--- src/rtl/core/ssc_pkg.sv ---
// Shared constants, codes and types of the square suffix checker core.
// Used by every module under rtl/core except ssc_ram; depends on nothing.
`default_nettype none

package ssc_pkg;

  localparam int MAX_LEN     = 1024;
  localparam int SYMBOL_BITS = 4;
  localparam int STRIDE_W    = 11;
  localparam int ADDR_W      = $clog2(MAX_LEN);
  localparam int LEN_W       = $clog2(MAX_LEN + 1);
  localparam int DIV_W       = (LEN_W > STRIDE_W) ? LEN_W : STRIDE_W;
  localparam int POS_W       = DIV_W + 1;
  localparam int DCNT_W      = $clog2(DIV_W + 1);
  localparam int IN_TDATA_W  = ((SYMBOL_BITS + 7) / 8) * 8;
  localparam int OUT_TDATA_W = ((3 + LEN_W + 7) / 8) * 8;
  localparam int CFG_INDEX_W = 1;

  localparam logic [CFG_INDEX_W-1:0] CFG_STRIDE_P = 1'b0;
  localparam logic [CFG_INDEX_W-1:0] CFG_STRIDE_Q = 1'b1;

  localparam logic [STRIDE_W-1:0] STRIDE_P_RST = STRIDE_W'(2);
  localparam logic [STRIDE_W-1:0] STRIDE_Q_RST = STRIDE_W'(3);

  typedef enum logic [1:0] {
    SEL_WORD,
    SEL_P,
    SEL_Q
  } sel_t;

  typedef enum logic [3:0] {
    ST_IDLE,
    ST_DECIDE,
    ST_CHK_INIT,
    ST_HALF,
    ST_READ,
    ST_CMP,
    ST_NEXT,
    ST_DIV,
    ST_DIV_WAIT,
    ST_FINISH
  } state_t;

  typedef struct packed {
    logic accept;
    logic decide_full;
    logic store;
    logic chk_start;
    logic half_init;
    logic next_half;
    logic step;
    logic set_flag;
    logic flag_val;
    logic div_start;
    logic out_load;
    sel_t sel;
  } ssc_cmd_t;

  typedef struct packed {
    logic full;
    logic half_ok;
    logic match;
    logic last_match;
    logic stride_zero;
    logic div_done;
    logic rem_zero;
    logic out_free;
  } ssc_sts_t;

endpackage

`default_nettype wire

--- src/rtl/core/ssc_ctrl.sv ---
// Controller: sequences append, square scans and stride divisions per request.
// Depends on ssc_pkg for state, select and command/status types.
`default_nettype none

module ssc_ctrl (
  input  logic              clk,
  input  logic              rst_n,
  input  logic              in_tvalid,
  output logic              in_tready,
  input  ssc_pkg::ssc_sts_t sts,
  output ssc_pkg::ssc_cmd_t cmd
);
  import ssc_pkg::*;

  state_t state_r, state_nxt;
  sel_t   phase_r, phase_nxt;

  always_comb begin
    state_nxt = state_r;
    phase_nxt = phase_r;
    case (state_r)
      ST_IDLE: begin
        if (in_tvalid) begin
          state_nxt = ST_DECIDE;
        end
      end
      ST_DECIDE: begin
        if (sts.full) begin
          state_nxt = ST_FINISH;
        end else begin
          phase_nxt = SEL_WORD;
          state_nxt = ST_CHK_INIT;
        end
      end
      ST_CHK_INIT: state_nxt = ST_HALF;
      ST_HALF:     state_nxt = sts.half_ok ? ST_READ : ST_NEXT;
      ST_READ:     state_nxt = ST_CMP;
      ST_CMP: begin
        if (!sts.match) begin
          state_nxt = ST_HALF;
        end else if (sts.last_match) begin
          state_nxt = ST_NEXT;
        end else begin
          state_nxt = ST_READ;
        end
      end
      ST_NEXT: begin
        case (phase_r)
          SEL_WORD: begin
            phase_nxt = SEL_P;
            state_nxt = ST_DIV;
          end
          SEL_P: begin
            phase_nxt = SEL_Q;
            state_nxt = ST_DIV;
          end
          default: state_nxt = ST_FINISH;
        endcase
      end
      ST_DIV:      state_nxt = sts.stride_zero ? ST_NEXT : ST_DIV_WAIT;
      ST_DIV_WAIT: begin
        if (sts.div_done) begin
          state_nxt = sts.rem_zero ? ST_CHK_INIT : ST_NEXT;
        end
      end
      ST_FINISH: begin
        if (sts.out_free) begin
          state_nxt = ST_IDLE;
        end
      end
      default: state_nxt = ST_IDLE;
    endcase
  end

  always_comb begin
    cmd       = '0;
    cmd.sel   = phase_r;
    in_tready = 1'b0;
    case (state_r)
      ST_IDLE: begin
        in_tready  = 1'b1;
        cmd.accept = in_tvalid;
      end
      ST_DECIDE: begin
        cmd.decide_full = sts.full;
        cmd.store       = !sts.full;
      end
      ST_CHK_INIT: cmd.chk_start = 1'b1;
      ST_HALF: begin
        cmd.half_init = sts.half_ok;
        cmd.set_flag  = !sts.half_ok;
        cmd.flag_val  = 1'b1;
      end
      ST_CMP: begin
        cmd.next_half = !sts.match;
        cmd.set_flag  = sts.match && sts.last_match;
        cmd.flag_val  = 1'b0;
        cmd.step      = sts.match && !sts.last_match;
      end
      ST_DIV: begin
        cmd.set_flag  = sts.stride_zero;
        cmd.flag_val  = 1'b1;
        cmd.div_start = !sts.stride_zero;
      end
      ST_DIV_WAIT: begin
        cmd.set_flag = sts.div_done && !sts.rem_zero;
        cmd.flag_val = 1'b1;
      end
      ST_FINISH: cmd.out_load = sts.out_free;
      default: ;
    endcase
  end

  always_ff @(posedge clk) begin
    if (!rst_n) begin
      state_r <= ST_IDLE;
      phase_r <= SEL_WORD;
    end else begin
      state_r <= state_nxt;
      phase_r <= phase_nxt;
    end
  end

endmodule

`default_nettype wire

--- config.mk ---
export PLATFORM = sky130hd
export DESIGN_NAME = ssc_ctrl
export DESIGN_NICKNAME = d
export VERILOG_FILES = /design/src/rtl/core/ssc_pkg.sv /design/src/rtl/core/ssc_ctrl.sv
export SDC_FILE = /design/constraint.sdc
export NUM_CORES = 1
export LEC_CHECK = 0
export ABC_AREA = 1
export ABC_CLOCK_PERIOD_IN_PS = 1300
export BUFFER_PORTS_ARGS = -buffer_cell sky130_fd_sc_hd__buf_2
export CAP_MARGIN = 20
export CELL_PAD_IN_SITES_DETAIL_PLACEMENT = 0
export CELL_PAD_IN_SITES_GLOBAL_PLACEMENT = 2
export CORE_AREA = 5 5 58 60
export DETAILED_ROUTE_END_ITERATION = 10
export DIE_AREA = 0 0 63 65
export PLACE_DENSITY_LB_ADDON = 0.1
export SETUP_SLACK_MARGIN = 0.15
export SYNTH_ARGS = -nofsm -noshare
export SYNTH_HDL_FRONTEND = slang
export SYNTH_SLANG_ARGS = --single-unit
--- constraint.sdc ---
create_clock -name clk -period 1.3 [get_ports clk]
set_input_delay 0.13 -clock clk [delete_from_list [all_inputs] [get_ports clk]]
set_output_delay 0.13 -clock clk [all_outputs]
set_load 0.05 [all_outputs]
==> impl_metrics.ini, run 1 <==
[yosys]
yosys.area_share.simple = 0.5607
synth-seq-cells = 6
synth_fp_nets = 110
synth_area_um2 = 535.5
yosys_warnings = 0
synth_seq_area_share = 0.2243
synthAdderAreaFrac = 0
synth_top_family_by_area = simple AND/OR/NAND/NOR gates
avgSynthCellArea_um2 = 5.409
synth_xor_area_frac = 0
synth_mux_area_frac = 0
synth_compound_area_frac = 0.05374
synth_cells = 99
yosysUniqueCellTypes = 16

[drt]
routedWlPerCell_um = 11.54
postRouteAntennaNets = 0
dr_total_vias = 765
firstDrtPassIters = 4
drc_errors = 0
drtIter0Drc = 11
avgViaCountPerCell = 4.180
postRouteWirelength_mm = 2.111

[place]
routabilityCongestion = 0.8173
io_buffers = 24
place_hpwl_mm = 1.645
place_ws_ns = -0.09754

[hold_path]
hold_path_depth = 3
hold_path_class = in -> reg
min_to = phase_r[0]
hp-start = rst_n

[die]
die_h_um = 65
core_um2 = 2878
fp.dieW_um = 63
io_pins = 25
fp-row-count = 20
initial_utilization = 0.1861
dieArea_um2 = 4095

[sta]
rsz0062_at_grt = yes
slew_violations = 0
setup_viol = 14
setup-tns-final_ns = -1.083
timing.final.hold_violations = 0
fin_crit_sh = 1.117
slew_headroom = 0.8354
worst_pin_slew_ns = 0.2487
fmax_mhz = 688.9
final.min_clock_period_ns = 1.452
worst_slack_ns = -0.1517
whs_ns = 0.1670
fin_worst_skew_ns = 0.003012

[finish]
nets = 163
synthToLayoutAreaGrowth_pct = 134.8
drive_above_1_share = 0.7067
num_antenna_cells = 0

[power]
powerDensity_nw_per_um2 = 1119
leakage_nw = 0.6283
ir_worst_vdd_v = 0.0005595

[global_routing]
use_met1 = 0.1249
first_global_vias = 795
grt_busiest_layer = met2
grt_pass1_wl_mm = 3.539
use_met2 = 0.1987
overflow = 0
globalRouteTotalUtil = 0.1088
grt_use_met3 = 0.01386
antenna_found_initial = 0
grt_max_degree = 6

[clocking]
clkSinkCount = 6
path_clk_slew_ns = 0.05
h-tree-depth = 1
cts_buffer_depth = 2
numCtsBuffers = 3
clkLatencyLatePin_ns = 0.24
cts_hold_buf = 0
clock-root-buffer = clkbuf_4
cts_tree = yes

[worst_setup_path]
r2r-end = phase_r[1]
r2r_slack_ns = -0.13
worst_setup_path_start_kind = flop
cpMostUsedCell = nand2_2
slowest_stage = dfxtp_4
worstSetupPathType = reg -> out
r2r_start = state_r[2]
end_kind = primary output
required_ns = 1.17
r2r_cells = 9
critPathArrivalTime_ns = 1.32
max_stage_delay_ns = 0.39
worstPathCellList = nand2_2 > inv_1 > nand3_2 > nand2_2 > a21oi_4 > o21ai_4 > buf_6
cp_max_fo = 4

[outcome]
outcome = finished, violations left
violations = setup timing

[job]
cap_violations = 0
-- cell usage after synthesis --
cell type,number,area [um^2]
nand2_1,27,101.4
and2_1,1,6.260
or2_4,1,8.760
dfxtp_1,6,120.1
nand3_1,10,50.05
nor2_4,1,11.26
a21oi_2,1,8.760
nor2_2,5,31.28
o21ai_0,2,10.01
nor3_1,1,5.000
inv_2,4,15.01
a21oi_1,2,10.01
inv_1,19,71.32
nor2_1,16,60.06
nand3_2,2,20.02
nor4_1,1,6.260
-- flip-flops by register name, summed over array words and instances, names as in the netlist --
signal   count
phase_r      2
state_r      4
-- what timing repair did --
action,in CTS,in global routing
setup buffers,8,4
pin swaps,10,8
endpoints found under the setup margin,18,18
gates resized for setup,68,19
-- kinds of logic (layout without fill, tap and decap cells) --
kind of cell	after synthesis	in the layout
buffers and inverters	23	74
flip-flops	6	6
AND/OR/NAND/NOR	65	65
AO/OA/AOI/OAI	5	5
-- per-layer routing --
metal,vias to the layer above,share of wire
met3,2,0.028
met2,9,0.56
met4,0,0.0038
met1,351,0.41
li1,403,-
met5,-,0
-- placed cells by master (no fill, tap or decap), drive strengths merged --
cell / count
nand3: 12
clkbuf: 3
and2: 1
dfxtp: 6
nor3: 1
nor4: 1
nand2: 27
buf: 48
a21oi: 3
inv: 23
or2: 1
nor2: 22
o21ai: 2
-- cell type report --
cell class	count	area, um^2
repair buffers	48	424.2
multi-input cells	70	544.3
fillers	301	1620
well taps	33	41.29
clock buffers	3	22.52
inverters	23	88.84
flip-flops and latches	6	136.4
-- worst max-delay path by stage --
| stage | slack, ns | end | cells after the start | from |
|---|---|---|---|---|
| after floorplan | 0.05 | cmd[2] | 3 | state_r[1] |
| after global placement | -0.14 | cmd[5] | 7 | state_r[1] |
| after detailed placement | -0.1 | cmd[5] | 7 | state_r[1] |
| after CTS | -0.18 | cmd[5] | 7 | state_r[2] |
| after global routing | -0.21 | cmd[5] | 7 | state_r[2] |
| final | -0.15 | cmd[5] | 7 | state_r[1] |
-- where the power goes --
part	internal, mW	switching [mW]
Sequential	0.216	0.0429
Clock	0.104	0.0623
Combinational	0.430	0.552
-- critical path: cells and delay by family (launching register included) --
family | cells | cell delay [ns]
flip-flops | 1 | 0.39
AND/OR/NAND/NOR | 3 | 0.30
buffers and inverters | 2 | 0.28
AO/OA/AOI/OAI | 2 | 0.11
-- stage by stage --
step | utilization | cells | total power, mW | instance area (um^2)
6_report | 0.4370 | 183 | 1.407 | 1257
2_1_floorplan | - | 99 | 0.6570 | 594.3
5_1_grt | 0.4370 | 183 | 1.496 | 1257
3_5_place_dp | 0.2939 | 168 | 0.8638 | 845.8
4_1_cts | 0.4035 | 179 | 1.322 | 1161
3_3_place_gp | 0.2939 | 168 | 0.8687 | 845.8
Note: power is estimated with default switching activity, not from simulation.
==> run 2: changes to the inputs <==
PLACE_DENSITY = 0.73   (was unset)
PLACE_DENSITY_LB_ADDON = unset   (was 0.1)
==> run 2 against run 1 <==
Net effect:
- the run still ends with setup timing left
- die area stayed put
- routed wire length is 1.5% lower
- hold slack hardly changed
- sequential share of layout area is 0.18 points higher
- first-iteration DRC count is 27% lower
- final cell count is 0.55% lower
- critical path depth stayed put
- critical path type unchanged
- critical endpoint unchanged
- largest cell class unchanged
==> impl_metrics.ini, run 2 (same netlist as run 1, synthesis figures left out) <==
[drt]
avgViaCountPerCell = 4.451
drc_errors = 0
postRouteWirelength_mm = 2.079
routedWlPerCell_um = 11.42
dr_total_vias = 810
postRouteAntennaNets = 0
firstDrtPassIters = 3
drtIter0Drc = 8

[clocking]
clkLatencyLatePin_ns = 0.24
h-tree-depth = 1
cts_buffer_depth = 2
path_clk_slew_ns = 0.04
cts_tree = yes
clkSinkCount = 6
clock-root-buffer = clkbuf_4
numCtsBuffers = 3

[worst_setup_path]
cpMostUsedCell = nor2_4
slowest_stage = dfxtp_4
r2r_start = state_r[2]
r2r_slack_ns = -0.05
r2r-end = phase_r[1]
worst_setup_path_start_kind = flop
critPathArrivalTime_ns = 1.31
end_kind = primary output
max_stage_delay_ns = 0.38
required_ns = 1.17
r2r_cells = 8
cp_max_fo = 5
worstPathCellList = inv_2 > nor2_4 > nand2_2 > nor2_4 > a21oi_4 > o21ai_4 > buf_6
worstSetupPathType = reg -> out

[sta]
fin_crit_sh = 1.105
setup-tns-final_ns = -0.8668
whs_ns = 0.1666
setup_viol = 14
fmax_mhz = 695.9
fin_worst_skew_ns = 0.005298
rsz0062_at_grt = yes
worst_slack_ns = -0.1371
slew_violations = 0
worst_pin_slew_ns = 0.2502
slew_headroom = 0.8343
timing.final.hold_violations = 0
final.min_clock_period_ns = 1.437

[global_routing]
first_global_vias = 812
globalRouteTotalUtil = 0.1001
antenna_found_initial = 0
grt_pass1_wl_mm = 3.298
grt_max_degree = 6
overflow = 0

[finish]
final_common_cell = buf_4
largest_reg_flops = 4
nets = 162
drive_above_1_share = 0.6980
postLayoutCellArea_um2 = 1237
largestRegisters = state_r (4), phase_r (2)
num_antenna_cells = 0
most-common-layout-cells = buf_4, nand2_1, inv_1
largest-register = state_r
synthToLayoutAreaGrowth_pct = 131.1

[power]
leakage_nw = 0.6129
powerDensity_nw_per_um2 = 1105
ir_worst_vdd_v = 0.0008573
report.power.total_mw = 1.368

[die]
initial_utilization = 0.1861
fp.dieW_um = 63
die_h_um = 65
core_um2 = 2878
dieArea_um2 = 4095
io_pins = 25
fp-row-count = 20

[hold_path]
hold_path_depth = 3
min_to = phase_r[0]
hold_path_class = in -> reg
hp-start = rst_n

[place]
place_hpwl_mm = 1.530
routabilityCongestion = 0.7943
dpl_cell_area_um2 = 845.8
io_buffers = 24

[outcome]
violations = setup timing
outcome = finished, violations left

[job]
cap_violations = 0
## run 2: cell count changes in the layout (fill, tap and decap cells not counted), sizes merged
cell | previous run | this run
buf | 48 | 47
## run 2: worst max-delay path by stage
stage	start	end	slack, ns	cells after the start
floorplan	state_r[1]	cmd[2]	0.05	3
global route	state_r[2]	cmd[5]	-0.20	7
finish	state_r[2]	cmd[5]	-0.14	7
global placement	state_r[1]	cmd[5]	-0.09	7
detailed placement	state_r[1]	cmd[5]	-0.07	7
CTS	state_r[0]	cmd[5]	-0.16	7
## run 2: power breakdown
group	switching, mW	internal, mW
Clock	0.0647	0.104
Combinational	0.542	0.397
Sequential	0.0442	0.216
Total	0.651	0.717
## run 2: routing by layer
layer / routed length (um) / GRT usage
met5: 0 / 0
met4: 38 / 0.03183
met3: 72 / 0.03293
met2: 1219 / 0.1974
met1: 748 / 0.09583
## run 2: repair_timing
action                                  in CTS  in global routing
endpoints found under the setup margin      18                 18
resized for setup                           60                 25
buffers inserted                             5                  6
pin swaps                                    6                 11
hold buffers                                 0                  0
## run 2: cell type report
type	instances	area, um^2
Timing Repair Buffer	47	409.1
Sequential cell	6	136.4
Fill cell	306	1640
Inverter	23	91.34
Multi-Input combinational cell	70	536.8
Tap cell	33	41.29
Clock buffer	3	22.52
## run 2: critical path: cells and delay by family, from the launching register on
kind	cells	cell delay (ns)
AOI/OAI and AO/OA	2	0.13
buffers and inverters	2	0.23
DFF	1	0.38
and+or+nand+nor	3	0.33
## run 2: stage by stage
stage / std cells / worst slack (ns) / util
6_report: 182 / -0.1371 / 0.4300
4_1_cts: 176 / -0.1648 / 0.3839
3_3_place_gp: 168 / -0.09005 / 0.2939
5_1_grt: 182 / -0.1983 / 0.4300
3_5_place_dp: 168 / -0.06681 / 0.2939
2_1_floorplan: 99 / 0.04543 / -
==> run 3: changes to the inputs <==
ABC_CLOCK_PERIOD_IN_PS = 1500   (was 1300)
RECOVER_POWER = 25   (was unset)
clock period = 1.5 ns   (was 1.3 ns; I/O delays follow)
==> run 3 against run 2 <==
Net effect:
- the run now ends clean
- combinational power shrank 26%
- via count shrank 8.6%
- routed wire length shrank 8.6%
- total power shrank 22%
- first-iteration DRC count grew 50%
- hold slack gained 0.030 ns
- largest cell class unchanged
- final area shrank 12%
==> impl_metrics.ini, run 3 (same netlist as run 1, synthesis figures left out) <==
[global_routing]
overflow = 0
antenna_found_initial = 0
grt_pass1_wl_mm = 3.029
first_global_vias = 739
globalRouteTotalUtil = 0.09032
grt_max_degree = 7

[drt]
postRouteWirelength_mm = 1.900
drc_errors = 0
avgViaCountPerCell = 4.277
postRouteAntennaNets = 0
firstDrtPassIters = 4
routedWlPerCell_um = 10.98
dr_total_vias = 740
drtIter0Drc = 12

[finish]
synthToLayoutAreaGrowth_pct = 103.0
largest-register = state_r
nets = 153
most-common-layout-cells = nand2_1, inv_1, buf_4
num-fill-cells = 302
largest_reg_flops = 4
largestRegisters = state_r (4), phase_r (2)
drive_above_1_share = 0.6000
instances_no_fill = 173
num_antenna_cells = 0
final_common_cell = nand2_1

[place]
place_hpwl_mm = 1.462
io_buffers = 24
routabilityCongestion = 0.7900
dp_cells = 158

[die]
fp.dieW_um = 63
io_pins = 25
dieArea_um2 = 4095
initial_utilization = 0.1861
die_h_um = 65
fp-row-count = 20
core_um2 = 2878

[worst_setup_path]
critPathArrivalTime_ns = 1.29
required_ns = 1.35
worstSetupPathType = reg -> out
worst_setup_path_start_kind = flop
end_kind = primary output
cp_max_fo = 5

[sta]
slew_violations = 0
slew_headroom = 0.6056
final.min_clock_period_ns = 1.442
worst_pin_slew_ns = 0.5942
timing.final.hold_violations = 0
setup_viol = 0
fmax_mhz = 693.5
rsz0062_at_grt = yes
fin_crit_sh = 0.9613
fin_worst_skew_ns = 0.001636

[clocking]
cts_hold_buf = 0
h-tree-depth = 1
clkLatencyLatePin_ns = 0.24
path_clk_slew_ns = 0.05
cts_buffer_depth = 2
clock-root-buffer = clkbuf_4
clkSinkCount = 6
numCtsBuffers = 3
cts_tree = yes

[power]
powerDensity_nw_per_um2 = 980.6
ir_worst_vdd_v = 0.0004488
report.power.total_mw = 1.066
leakage_nw = 0.5584

[outcome]
outcome = finished clean

[hold_path]
hold_path_class = in -> reg

[job]
cap_violations = 0
-- run 3: cell types whose count changed in the layout (fill, tap and decap cells not counted), sizes merged --
cell	delta
buf	-11
clkbuf	+2
-- run 3: layout make-up --
cell class / instances / area [um^2] / area share
well taps: 33 / 41.29 / 0.03797
repair buffers: 38 / 320.3 / 0.2946
flip-flops and latches: 6 / 135.1 / 0.1243
multi-input cells: 70 / 474.2 / 0.4361
inverters: 23 / 93.84 / 0.08631
clock buffers: 3 / 22.52 / 0.02071
-- run 3: per-layer routing --
metal | part of all wire | track usage
met1 | 0.41 | 0.1040
met2 | 0.55 | 0.1577
met3 | 0.040 | 0.01560
met4 | 0.0058 | 0.04775
met5 | 0 | 0
-- run 3: report_power, final --
| part | internal (mW) | switching [mW] | leakage [nW] |
|---|---|---|---|
| sequential | 0.186 | 0.0422 | 0.0518 |
| combinational | 0.273 | 0.418 | 0.493 |
| clock | 0.0904 | 0.0565 | 0.0138 |
| total | 0.549 | 0.517 | 0.558 |
-- run 3: worst max-delay path, cell delays in order (launching register included) --
cell     delay [ns]
dfxtp_4        0.37
nor2_4         0.19
nand3_1        0.10
nand2_1        0.11
a21oi_2        0.05
o21ai_2        0.06
buf_6          0.17
-- run 3: path summary, 6_finish.rpt --
kind / startpoint / endpoint / slack, ns / cells after the start
setup / recovery: state_r[2] / cmd[5] / 0.06 / 6
hold / removal: rst_n / phase_r[0] / 0.20 / 3
setup reg to reg: state_r[2] / phase_r[1] / 0.06 / 9
hold reg to reg: phase_r[0] / phase_r[0] / 0.50 / 2
-- run 3: repair_timing --
action,CTS,global route
pin swaps,2,11
setup buffers,4,8
setup endpoints to repair,12,16
gates resized for setup,40,35
hold endpoints to repair,0,0
-- run 3: stage by stage --
stage / util / area (um^2) / setup TNS [ns] / setup WS (ns) / hold slack, ns
2_1_floorplan: - / 561.8 / 0 / 0.1766 / 0.3058
3_3_place_gp: 0.2565 / 738.2 / 0 / 0.08338 / 0.4311
3_5_place_dp: 0.2565 / 738.2 / 0 / 0.06839 / 0.4407
4_1_cts: 0.3178 / 914.6 / 0 / 0.01993 / 0.1887
5_1_grt: 0.3778 / 1087 / -0.02389 / -0.02229 / 0.1877
6_report: 0.3778 / 1087 / 0 / 0.05810 / 0.1963
